## config.mk

```make
export PLATFORM = sky130hd
export DESIGN_NAME = vsc_div
export DESIGN_NICKNAME = d
export VERILOG_FILES = /design/src/rtl/vsc_pkg.sv /design/src/rtl/vsc_div.sv
export SDC_FILE = /design/constraint.sdc
export NUM_CORES = 1
export LEC_CHECK = 0
export BUFFER_PORTS_ARGS = -buffer_cell sky130_fd_sc_hd__clkbuf_2
export CAP_MARGIN = 20
export CORE_MARGIN = 2
export CORE_UTILIZATION = 55
export DETAILED_ROUTE_END_ITERATION = 8
export MAX_ROUTING_LAYER = met4
export PLACE_DENSITY = 0.78
export SYNTH_ARGS = -nofsm -noshare
export SYNTH_HDL_FRONTEND = slang
export SYNTH_SLANG_ARGS = --single-unit
```

## constraint.sdc

```tcl
create_clock -name clk_i -period 3.5 [get_ports clk_i]
set_clock_uncertainty 0.1 [all_clocks]
set_input_delay 0.175 -clock clk_i [delete_from_list [all_inputs] [get_ports clk_i]]
set_output_delay 0.175 -clock clk_i [all_outputs]
set_load 0.05 [all_outputs]
```

## src/rtl/vsc_pkg.sv

```systemverilog
// ----------------------------------------------------------------------------
// Vibrational state count package
// Shared widths, request codes, register indexes, controller states and divider types.
// ----------------------------------------------------------------------------
package vsc_pkg;

  // Count table geometry.
  localparam int unsigned GridSize = 1024;
  localparam int unsigned AddrW    = $clog2(GridSize);
  localparam int unsigned BinsW    = AddrW + 1;
  localparam int unsigned CountW   = 64;

  // Payload and register widths.
  localparam int unsigned OpW      = 2;
  localparam int unsigned FreqW    = 20;
  localparam int unsigned StepW    = 20;
  localparam int unsigned CfgIdxW  = 1;
  localparam int unsigned CfgDataW = 20;

  // Shift divider: dividend 2f + g, divisor 2g.
  localparam int unsigned DivW     = FreqW + 2;
  localparam int unsigned DivisorW = StepW + 1;
  localparam int unsigned DivCntW  = $clog2(DivW + 1);

  // Reset values of the configuration registers.
  localparam logic [StepW-1:0] GridStepReset = StepW'(100);
  localparam logic [BinsW-1:0] BinsReset     = BinsW'(GridSize);

  // Request codes.
  typedef enum logic [OpW-1:0] {
    OP_CLEAR = 2'd0,
    OP_ADD   = 2'd1,
    OP_READ  = 2'd2,
    OP_NONE  = 2'd3
  } op_e;

  // Configuration register indexes.
  localparam logic [CfgIdxW-1:0] CFG_GRID_STEP = 1'b0;
  localparam logic [CfgIdxW-1:0] CFG_BINS      = 1'b1;

  // Controller states.
  typedef enum logic [5:0] {
    ST_CLEAR = 6'b000001,
    ST_IDLE  = 6'b000010,
    ST_DIV   = 6'b000100,
    ST_WALK  = 6'b001000,
    ST_READ  = 6'b010000,
    ST_HOLD  = 6'b100000
  } state_e;

  // Divider control and status.
  typedef struct packed {
    logic             start;
    logic [DivW-1:0]  dividend;
    logic [DivisorW-1:0] divisor;
  } div_req_t;

  typedef struct packed {
    logic            done;
    logic [DivW-1:0] quotient;
  } div_rsp_t;

endpackage

```

## src/rtl/vsc_div.sv

```systemverilog
// ----------------------------------------------------------------------------
// Vibrational state count shift divider
// Restoring divider, one quotient bit per cycle, for the bin shift.
// ----------------------------------------------------------------------------
module vsc_div (
  input  logic              clk_i,
  input  logic              rst_ni,
  input  vsc_pkg::div_req_t req_i,
  output vsc_pkg::div_rsp_t rsp_o
);
  import vsc_pkg::*;

  logic                busy_q, busy_d;
  logic                done_q, done_d;
  logic [DivCntW-1:0]  cnt_q, cnt_d;
  logic [DivW-1:0]     rem_q, rem_d;
  logic [DivW-1:0]     quo_q, quo_d;
  logic [DivisorW-1:0] dsr_q, dsr_d;
  logic [DivW-1:0]     trial;
  logic                fits;

  // One restoring step: shift in the next dividend bit and try to subtract.
  assign trial = {rem_q[DivW-2:0], quo_q[DivW-1]};
  assign fits  = trial >= DivW'(dsr_q);

  always_comb begin
    busy_d = busy_q;
    done_d = 1'b0;
    cnt_d  = cnt_q;
    rem_d  = rem_q;
    quo_d  = quo_q;
    dsr_d  = dsr_q;
    if (req_i.start) begin
      busy_d = 1'b1;
      cnt_d  = DivCntW'(DivW);
      rem_d  = '0;
      quo_d  = req_i.dividend;
      dsr_d  = req_i.divisor;
    end else if (busy_q) begin
      rem_d = fits ? (trial - DivW'(dsr_q)) : trial;
      quo_d = {quo_q[DivW-2:0], fits};
      cnt_d = cnt_q - 1'b1;
      if (cnt_q == DivCntW'(1)) begin
        busy_d = 1'b0;
        done_d = 1'b1;
      end
    end
  end

  // Control state.
  always_ff @(posedge clk_i or negedge rst_ni) begin
    if (!rst_ni) begin
      busy_q <= 1'b0;
      done_q <= 1'b0;
      cnt_q  <= '0;
    end else begin
      busy_q <= busy_d;
      done_q <= done_d;
      cnt_q  <= cnt_d;
    end
  end

  // Datapath.
  always_ff @(posedge clk_i) begin
    rem_q <= rem_d;
    quo_q <= quo_d;
    dsr_q <= dsr_d;
  end

  assign rsp_o.done     = done_q;
  assign rsp_o.quotient = quo_q;

endmodule

```

# ---- Word level (Yosys, flattened, before mapping)
# Index checks and enable logic that the tools add are counted.
dict set report word_totals {
  input_bits 46
  regBits 71
}
dict set report classes {
  n_reduce_logical 1
  magnitude_cmp 1
  eq_ne 1
  n_addsub 2
  muxes 11
}
# operator n
set ops {}
lappend ops {{$mux W22} 2}
lappend ops {{$ge A22 B21 Y1} 1}
lappend ops {{$mux W21} 1}
lappend ops {{$sub A21 B21 Y21} 1}
lappend ops {{$mux W5} 2}
lappend ops {{$mux W1} 6}
lappend ops {{$eq A5 B1 Y1 const B} 1}
lappend ops {{$sub A5 B1 Y5 const B} 1}
lappend ops {{$reduce_bool A2 Y1} 1}

# ---- Logic depth before layout (Yosys ltp)
# Gate-level depths: netlist (run 1).
dict set report depth {
  depth_word 4
  mapped_depth 11
}

# ---- Least setup slack after synthesis (run 1)
# OpenSTA, ideal clock, no wires.
dict set report synth_timing {
  kind {register to register}
  startpoint {reg quo_q[21]}
  endpoint {reg quo_q[0], data pin}
  required_time_ps 3140
  stages_incl_launch_ff 11
  setup_time_ps 260
  arrival_ps 2928
  path_slack_ps 212
  path_cell_list {edfxtp_1 inv_1 ha_1 inv_1 fa_1 a21o_1 a221o_2 a211oi_4 o211ai_4 buf_4 mux2_2}
}
dict set report synth_via {
  elab_chain_len 3
}
# element line
set synth_lines {}
lappend synth_lines {{from (decl)} vsc_div.sv:17} ;# logic [DivW-1:0] quo_q, quo_d;
lappend synth_lines {{from (signal assigned)} vsc_div.sv:66} ;# quo_q <= quo_d;
lappend synth_lines {{$ge A22 B21 Y1} vsc_div.sv:24} ;# assign fits = trial >= DivW'(dsr_q);
lappend synth_lines {{$mux W22} vsc_div.sv:39} ;# end else if (busy_q) begin
lappend synth_lines {{$mux W22} vsc_div.sv:33} ;# if (req_i.start) begin
lappend synth_lines {{via quo_d[0]} vsc_div.sv:17}
# The timed path passes the listed nets, and every way through them passes these cells. The select of a mux whose other input is x is not followed.
# A chain may end at the register's enable or synchronous reset.

# ---- Worst setup path in the final report (run 1)
dict set report layout_timing {
  startpoint {reg quo_q[21]}
  endpoint {reg rem_q[4]}
}
dict set report layout_via {
  elab_chain_len 2
  word_cells_on_any_way 3
  cone_classes {add/sub (1); order compare (1); mux (1)}
}
# element line
set layout_lines {}
lappend layout_lines {{$sub A21 B21 Y21 or $ge A22 B21 Y1 (tied branches)} {vsc_div.sv:40, vsc_div.sv:24}}
lappend layout_lines {{$mux W21 (*)} vsc_div.sv:40} ;# rem_d = fits ? (trial - DivW'(dsr_q)) : trial;
lappend layout_lines {{to (signal assigned)} vsc_div.sv:65} ;# rem_q <= rem_d;
lappend layout_lines {{to (decl)} vsc_div.sv:16} ;# logic [DivW-1:0] rem_q, rem_d;
# Every way passes the cells marked *; elsewhere a longest branch is shown, timed or not.

==> results.yml, run 1 <==
critical_path:
  crit_fanout: 24
  cp_top_family: "compound AO/OA/AOI/OAI gates"
  crit_required_ns: 3.65
  cp-startpoint: "quo_q[21]$_DFFE_PP_"
  r2r-start: "quo_q[21]$_DFFE_PP_"
  path_cells: "inv_1, ha_1, inv_1, fa_1, a21o_1, a221o_2, a211oi_4, o211ai_4, buf_4, mux2i_1, a211oi_1"
  cp-start-kind: "flip-flop"
  reg2reg_setup_slack_ns: 0.19
  cp-endpoint: "rem_q[4]$_SDFFE_PP0P_"
  cp_slowest_cell: "a221o_2"
  path_common_cell: "inv_1"
  cp.depth: 11
  cpPeakStageDelay_ns: 0.43
  criticalPathCategory: "flip-flop to flip-flop"
  worst-path-buf-inv: 3
  cp-end-kind: "flip-flop"
  worstReg2RegEnd: "rem_q[4]$_SDFFE_PP0P_"
  arrival_ns: 3.46
  reg2reg_depth: 11
logic_synthesis:
  synth_compound_area_share_pct: 17.11
  async_reset_ff_share_pct: 9.859
  synth_seq_cells: 71
  synthesis.area_um2: 4116
  synth_fa_ha_area_share_pct: 7.477
  synth_top_family_by_area: "compound AO/OA/AOI/OAI gates"
  synth-xor-area-share_pct: 3.830
  yosys_warnings: 0
  synth_cell_types: 62
  ys.flop_type: "edfxtp_1"
  synth-edff-count: 43
  syn-instance-count: 389
  yosys.area_share.simple_pct: 12.37
  synth_nets: 459
  avgSynthCellArea_um2: 10.58
  yosys-mux-area-fraction_pct: 8.571
  yosysSeqAreaShare_pct: 45.84
timing:
  final.setup.worst_slack_ns: 0.1867
  min_period_ns: 3.313
  slew_headroom_pct: 46.68
  hold_viol: 0
  fin_tns_setup_ns: 0
  slew_violations: 0
  fmax_mhz: 301.8
  rsz0062_at_grt: "no"
  finalSetupViolations: 0
  worstMarginPinSlew_ns: 0.7950
  period_share_pct: 94.67
drt:
  drtIter0Drc: 182
  drt-total-wl_mm: 8.938
  vias: 3312
  final_antenna_net_count: 0
  dr.pass1.iters: 5
  viasPerCell: 5.710
  avgRoutedWirePerCell_um: 15.41
  drc: 0
worst_hold_path:
  hold_class: "input pin to flip-flop"
die:
  die_x_um: 90.51
  coreArea_um2: 7253
  ios: 69
  rows: 31
  start_util_pct: 56.75
  fp.dieArea_um2: 8192
  fp.dieH_um: 90.51
final_layout:
  drive_gt1_share_pct: 26.40
  stdcell_area_um2: 4966
  syn_to_final_growth_pct: 20.64
  antennaDiodeCount: 0
  nNetsFinal: 546
power:
  p_leak_nw: 2.067
  power.density_nw_per_um2: 690.3
  ir_worst_vdd_v: 0.0003173
  power.total_w: 0.003428
global_routing:
  grt_max_degree: 36
  grt_pass1_vias: 3203
  grt_pass1_wl_mm: 14.74
  grt-ovfl-total: 0
  antenna_found_initial: 0
  gr-usage-all-layers_pct: 23.08
place:
  place_area_um2: 4526
  place_ws_ns: 0.1852
  numPortBuffers: 68
  gp_congestion: 0.9138
  place_hpwl_mm: 6.412
cts:
  clockBufferDepth: 2
  insertion_delay_ns: 0.34
  htreeDepth: 3
  clockRootBuffer: "clkbuf_8"
  ctsResizeCount: 0
  cts.sinks: 71
  cts_made_buffers: 9
  cts_tree: "done"
  clk_pin_slew_worst_paths_ns: 0.08
  cts_setup_buffers: 0
flow_run:
  maxCapViolCount: 0
run_status:
  status: "completed"
[state kept, by name, indices dropped and copies added, names as in the netlist]
signal  count
dsr_q      21
cnt_q       5
done_q      1
quo_q      22
busy_q      1
rem_q      21
[metal layers]
| metal | part of all wire [%] | GRT usage [%] |
|---|---|---|
| met1 | 44 | 28.87 |
| met2 | 49 | 37.50 |
| met3 | 4.9 | 5.092 |
| met4 | 1.7 | 7.436 |
| met5 | 0 | - |
[report_power, final]
| group | switching (W) | internal [W] | total, W |
|---|---|---|---|
| clock network | 0.000326 | 0.000402 | 0.000728 |
| registers | 0.000112 | 0.00105 | 0.00116 |
| logic | 0.000921 | 0.000617 | 0.00154 |
[what timing repair did]
item / 4_1_cts / 5_1_grt
endpoints found under the setup margin: 0 / 2
endpoints found under the hold margin: 28 / 0
hold buffers: 22 / 0
[Yosys cell counts (6+ instances only)]
library cell  instances  area, um^2
a211oi_1             10       75.07
a21oi_1              20       100.1
clkbuf_1              8       30.03
dfrtp_1               7       175.2
dfxtp_1              21       420.4
edfxtp_1             43        1291
ha_1                 23       287.8
inv_1                28       105.1
mux2_2               22       247.7
mux2i_1               9       90.09
nand2_1              28       105.1
nand4_1               6       37.54
nor2_1               28       105.1
nor3_1                7       35.03
o2111ai_1             7       61.31
o21ai_0              13       65.06
xnor2_1              11       96.34
xor2_1                7       61.31
[worst min path at each step]
stage	start	cells past startpoint	end	slack [ns]
floorplan	rst_ni	0	busy_q$_DFF_PN0_	-0.22
global placement	rst_ni	1	done_q$_DFF_PN0_	-0.08
detailed placement	rst_ni	1	done_q$_DFF_PN0_	-0.08
CTS	req_i[32]	2	quo_q[11]$_DFFE_PP_	0.02
global route	req_i[33]	2	quo_q[12]$_DFFE_PP_	0.01
finish	req_i[33]	2	quo_q[12]$_DFFE_PP_	0.02
[layout make-up]
cell class / instances / area, um^2
timing repair buffer: 95 / 598.1
sequential: 71 / 1887
tap: 99 / 123.9
fill: 579 / 2287
multi-input combinational: 271 / 2032
inverter: 28 / 105.1
clock buffer: 9 / 123.9
clock inverter: 7 / 96.34
[cell families after synthesis]
group,count (synthesis)
buf+inv,47
compound gates,95
fa+ha+maj,24
flops,71
xor+xnor,18
mux,32
simple gates,102
[per-stage QoR]
stage | std cells | util [%] | hold slack (ns)
CTS | 580 | 68.47 | 0.01874
global route | 580 | 68.47 | 0.01025
floorplan | 389 | - | -0.2206
detailed placement | 542 | 62.39 | -0.07842
finish | 580 | 68.47 | 0.02495
global placement | 542 | 62.39 | -0.08141
[placed cells by master, fill, tap and decap left out, types with 3 or more instances in the layout]
master          n
dfxtp_1        21
buf_4           5
nor2b_1         4
o2111ai_1       7
clkbuf_2       68
a21o_1          5
nand4_1         6
clkbuf_8        9
nand3_1         4
o21ai_0        13
xor2_1          7
nand2b_1        4
a211oi_1       10
ha_1           23
nand2_1        28
clkinvlp_4      3
or3b_2          5
o31a_1          3
nor2_1         28
a21oi_1        20
dlygate4sd3_1  22
edfxtp_1       43
o221ai_1        3
inv_1          28
o21a_1          3
nor3_1          7
or2_2           3
mux2_2         22
mux2i_1         9
dfrtp_1         7
xnor2_1        11
a311oi_1        5
o21ai_1         5
(Power assumes the default switching activity.)
==> run 2, diff against run 1 <==
--- a/config.mk
+++ b/config.mk
@@ -10,7 +10,6 @@
 export CORE_MARGIN = 2
 export CORE_UTILIZATION = 55
 export DETAILED_ROUTE_END_ITERATION = 8
-export MAX_ROUTING_LAYER = met4
 export PLACE_DENSITY = 0.78
 export SYNTH_ARGS = -nofsm -noshare
 export SYNTH_HDL_FRONTEND = slang
==> run 2 against run 1 <==
  * Utilization rose by 0.14 points
  * Setup slack better by 0.070 ns
  * Via count rose by 0.88%
  * Flip-flop and latch count is the same
  * Non-clock buffer count up 3
  * Critical path depth stayed put
  * Final cell count grew 0.69%
  * Combinational power about the same
  * Sequential power barely moved
  * Die area unchanged
  * Sequential share of layout area fell by 0.076 points
  * Highest routed layer unchanged
==> results.yml, run 2 (synthesized netlist as in run 1, its figures left out) <==
run_status:
  status: "completed"
drt:
  dr.pass1.iters: 7
  vias: 3341
  drtIter0Drc: 227
  avgRoutedWirePerCell_um: 15.36
  viasPerCell: 5.721
  final_antenna_net_count: 0
  drc: 0
  drt-total-wl_mm: 8.971
global_routing:
  grt_max_degree: 31
  gr-usage-all-layers_pct: 22.51
  antenna_found_initial: 0
  grt_pass1_vias: 3185
  grt_pass1_wl_mm: 14.79
  grt-ovfl-total: 0
place:
  place_hpwl_mm: 6.376
  place_area_um2: 4526
  place_ws_ns: 0.1971
  gp_congestion: 0.9093
  numPortBuffers: 68
timing:
  min_period_ns: 3.243
  fmax_mhz: 308.4
  period_share_pct: 92.66
  rsz0062_at_grt: "no"
  slew_violations: 0
  fin_tns_setup_ns: 0
  slew_headroom_pct: 49.55
  final.setup.worst_slack_ns: 0.2570
  finalSetupViolations: 0
  hold_viol: 0
  worstMarginPinSlew_ns: 0.7522
flow_run:
  maxCapViolCount: 0
critical_path:
  criticalPathCategory: "flip-flop to flip-flop"
  reg2reg_setup_slack_ns: 0.26
  cp-start-kind: "flip-flop"
  crit_fanout: 12
  cp-end-kind: "flip-flop"
  crit_required_ns: 3.66
  arrival_ns: 3.41
die:
  fp.dieH_um: 90.51
  ios: 69
  coreArea_um2: 7253
  fp.dieArea_um2: 8192
  die_x_um: 90.51
  start_util_pct: 56.75
  rows: 31
power:
  ir_worst_vdd_v: 0.0003566
  p_leak_nw: 2.075
  power.density_nw_per_um2: 674.6
final_layout:
  nNetsFinal: 550
  antennaDiodeCount: 0
  final_common_cell: "clkbuf_2"
  largest_register_ff_count: 22
  top_regs: "quo_q (22), dsr_q (21), rem_q (21)"
  drive_gt1_share_pct: 26.39
  syn_to_final_growth_pct: 20.88
  layout_common_cells: "clkbuf_2 (68), edfxtp_1 (43), inv_1 (28), nand2_1 (28), nor2_1 (28)"
  largest_register: "quo_q"
  stdcell_area_um2: 4976
cts:
  clockBufferDepth: 2
  clk_pin_slew_worst_paths_ns: 0.10
  clockRootBuffer: "clkbuf_8"
  cts_setup_buffers: 0
  cts_made_buffers: 9
  htreeDepth: 3
  cts.sinks: 71
  ctsResizeCount: 0
  cts_tree: "done"
  insertion_delay_ns: 0.36
worst_hold_path:
  hold_class: "input pin to flip-flop"
[run 2: changes by cell type in the layout (fill, tap and decap cells not counted), sizes merged]
cell,delta
bufinv,-2
o211ai,+1
inv,+3
dlygate4sd3,+3
clkinvlp,-1
[run 2: per-layer routing]
layer / part of all wire [%] / global-route usage, % / vias up
met5: 0 / 0 / -
met1: 45 / 30.54 / 1583
met3: 5.3 / 4.591 / 21
met2: 48 / 35.95 / 98
met4: 2.1 / 8.077 / 0
li1: - / - / 1639
[run 2: timing repair]
item	in CTS	in global routing
hold buffers	24	1
endpoints found under the hold margin	30	1
setup endpoints to repair	0	1
[run 2: final cells by class]
type                    instances  area (um^2)
clock buffers                   9        123.9
clock inverters                 7        63.81
fillers                       573         2277
inverters                      28        105.1
multi-input cells             272         2044
flip-flops and latches         71         1887
well taps                      99        123.9
repair buffers                 98        628.1
[run 2: worst max-delay path, stage by stage (launching register included)]
cell and delay (ns):
edfxtp_1 0.40, inv_1 0.10, ha_1 0.17, inv_1 0.05, fa_1 0.39, a21o_1 0.21
a221o_2 0.43, a211oi_4 0.45, o211ai_4 0.26, buf_4 0.25, mux2i_1 0.12, a211oi_1 0.24
[run 2: final timing paths]
kind                                          end                    from  cells past startpoint
max reg2reg                 rem_q[4]$_SDFFE_PP0P_     quo_q[21]$_DFFE_PP_                     11
min                           quo_q[16]$_DFFE_PP_               req_i[37]                      2
max in group asynchronous    cnt_q[1]$_DFFE_PN0P_                  rst_ni                      2
min reg2reg                rem_q[15]$_SDFFE_PP0P_  rem_q[15]$_SDFFE_PP0P_                      2
max                         rem_q[4]$_SDFFE_PP0P_     quo_q[21]$_DFFE_PP_                     11
min in group asynchronous        done_q$_DFF_PN0_                  rst_ni                      2
[run 2: per-stage QoR]
| step | hold slack, ns | total power, W | util (%) | cells |
|---|---|---|---|---|
| detailed placement | -0.08055 | 0.002663 | 62.39 | 542 |
| global route | 0.0008502 | 0.003574 | 68.60 | 584 |
| CTS | 0.001780 | 0.003318 | 68.29 | 582 |
| floorplan | -0.2206 | 0.002371 | - | 389 |
| finish | 0.01148 | 0.003357 | 68.60 | 584 |
| global placement | -0.08179 | 0.002632 | 62.39 | 542 |
[run 2: where the power goes]
group | internal (W) | switching, W
Sequential | 0.00105 | 0.000112
Clock | 0.000273 | 0.000361
Combinational | 0.000624 | 0.000937
==> run 3, diff against run 2 <==
--- a/config.mk
+++ b/config.mk
@@ -8,9 +8,9 @@
 export BUFFER_PORTS_ARGS = -buffer_cell sky130_fd_sc_hd__clkbuf_2
 export CAP_MARGIN = 20
 export CORE_MARGIN = 2
-export CORE_UTILIZATION = 55
+export CORE_UTILIZATION = 57
 export DETAILED_ROUTE_END_ITERATION = 8
-export PLACE_DENSITY = 0.78
+export PLACE_DENSITY = 0.81
 export SYNTH_ARGS = -nofsm -noshare
 export SYNTH_HDL_FRONTEND = slang
 export SYNTH_SLANG_ARGS = --single-unit
==> run 3 against run 2 <==
  * Critical path depth did not move
  * Register-to-register slack barely moved
  * Combinational power barely moved
  * Sequential share of layout area rose by 0.39 points
  * Final area fell by 1.0%
  * Power fell by 0.66%
  * Largest power group unchanged
  * Final cell count fell by 1.5%
  * Hold slack improved by 0.0061 ns
  * Clock power fell by 2%
  * Flip-flop and latch count did not move
==> results.yml, run 3 (synthesized netlist as in run 1, its figures left out) <==
cts:
  cts_tree: "done"
  ctsHoldBuffers: 22
  clockBufferDepth: 2
  htreeDepth: 3
  cts.sinks: 71
  insertion_delay_ns: 0.35
  cts_setup_buffers: 0
  clockRootBuffer: "clkbuf_8"
  ctsResizeCount: 0
  cts_made_buffers: 9
  clk_pin_slew_worst_paths_ns: 0.09
drt:
  drc: 0
  avgRoutedWirePerCell_um: 15.63
  viasPerCell: 5.683
  dr.pass1.iters: 4
  vias: 3268
  final_antenna_net_count: 0
  drtIter0Drc: 182
  drt-total-wl_mm: 8.990
final_layout:
  top_regs: "quo_q (22), dsr_q (21), rem_q (21)"
  largest_register: "quo_q"
  layout_common_cells: "clkbuf_2 (68), edfxtp_1 (43), inv_1 (28), nand2_1 (28), nor2_1 (28)"
  nNetsFinal: 544
  antennaDiodeCount: 0
  finalNonFillerCells: 575
  final_common_cell: "clkbuf_2"
  largest_register_ff_count: 22
  drive_gt1_share_pct: 26.10
  syn_to_final_growth_pct: 19.64
place:
  place_inst: 537
  place_ws_ns: 0.2424
  place_hpwl_mm: 6.386
  gp_congestion: 0.9243
  numPortBuffers: 68
timing:
  final.setup.worst_slack_ns: 0.2452
  min_period_ns: 3.255
  fmax_mhz: 307.2
  hold_viol: 0
  worstMarginPinSlew_ns: 0.8821
  finalSetupViolations: 0
  slew_violations: 0
  fin_tns_setup_ns: 0
  period_share_pct: 93.00
  slew_headroom_pct: 41.20
  rsz0062_at_grt: "no"
critical_path:
  crit_required_ns: 3.67
  criticalPathCategory: "flip-flop to flip-flop"
  cpPeakStageDelay_ns: 0.43
  cp-start-kind: "flip-flop"
  path_common_cell: "inv_1"
  path_cells: "inv_1, ha_1, inv_1, fa_1, a21o_1, a221o_2, a211oi_4, o211ai_4, buf_4, mux2i_1, a211oi_1"
  cp-startpoint: "quo_q[21]$_DFFE_PP_"
  cp-end-kind: "flip-flop"
  arrival_ns: 3.42
  r2r-start: "quo_q[21]$_DFFE_PP_"
  worstReg2RegEnd: "rem_q[12]$_SDFFE_PP0P_"
  reg2reg_depth: 11
  cp_slowest_cell: "a221o_2"
  crit_fanout: 22
  reg2reg_setup_slack_ns: 0.25
die:
  ios: 69
  coreArea_um2: 6907
  fp.dieH_um: 88.98
  die_x_um: 88.98
  rows: 30
  fp.dieArea_um2: 7917
  start_util_pct: 59.60
power:
  power.total_w: 0.003334
  ir_worst_vdd_v: 0.0003858
  power.density_nw_per_um2: 677.1
  p_leak_nw: 2.049
global_routing:
  grt.busiest_layer: "met2"
  grtUsageMet2_pct: 38.33
  grt_pass1_wl_mm: 14.28
  antenna_found_initial: 0
  use_met3_pct: 5.078
  gr-usage-met1_pct: 32.20
  gr-usage-all-layers_pct: 23.63
  grt-ovfl-total: 0
  grt_max_degree: 45
  grt_pass1_vias: 3106
worst_hold_path:
  worstHoldStart: "req_i[32]"
  hold_path_end: "quo_q[11]$_DFFE_PP_"
  hold_depth: 2
  hold_class: "input pin to flip-flop"
run_status:
  status: "completed"
flow_run:
  maxCapViolCount: 0
==> run 3: how the worst max path moves through the flow <==
stage	cells after the start	endpoint
after global placement	11	rem_q[12]$_SDFFE_PP0P_
after floorplan	10	quo_q[0]$_DFFE_PP_
after detailed placement	11	rem_q[12]$_SDFFE_PP0P_
after CTS	11	rem_q[12]$_SDFFE_PP0P_
after global routing	11	rem_q[12]$_SDFFE_PP0P_
final	11	rem_q[12]$_SDFFE_PP0P_
==> run 3: cell type report <==
type / count / area [um^2]
fillers: 549 / 1982
well taps: 96 / 120.1
flip-flops and latches: 71 / 1887
clock inverters: 7 / 61.31
clock buffers: 9 / 123.9
repair buffers: 93 / 595.6
multi-input cells: 271 / 2032
inverters: 28 / 105.1
==> run 3: power breakdown <==
| group | switching, W | internal (W) | total, W |
|---|---|---|---|
| clock network | 0.000350 | 0.000271 | 0.000621 |
| logic | 0.000924 | 0.000616 | 0.00154 |
| registers | 0.000123 | 0.00105 | 0.00117 |
| total | 0.00140 | 0.00194 | 0.00333 |
==> run 3: worst max-delay path: cells and delay by family, from the launching register on <==
family                   cells  cell delay (ns)
AO/OA/AOI/OAI                5             1.57
adder cells (fa/ha/maj)      2             0.56
buffers and inverters        3             0.44
flip-flops                   1             0.39
multiplexers                 1             0.12
==> run 3: per-layer routing <==
layer / up-vias / share of wire (%)
li1: 1616 / -
met1: 1549 / 44
met2: 91 / 50
met3: 12 / 4.4
met4: 0 / 1.4
met5: - / 0
==> run 3: stage by stage <==
stage | area (um^2) | utilization, % | hold WS (ns)
floorplan | 4116 | - | -0.2206
global placement | 4519 | 65.43 | -0.08312
detailed placement | 4519 | 65.43 | -0.07858
CTS | 4925 | 71.30 | 0.009889
global route | 4925 | 71.30 | 0.009613
finish | 4925 | 71.30 | 0.01759
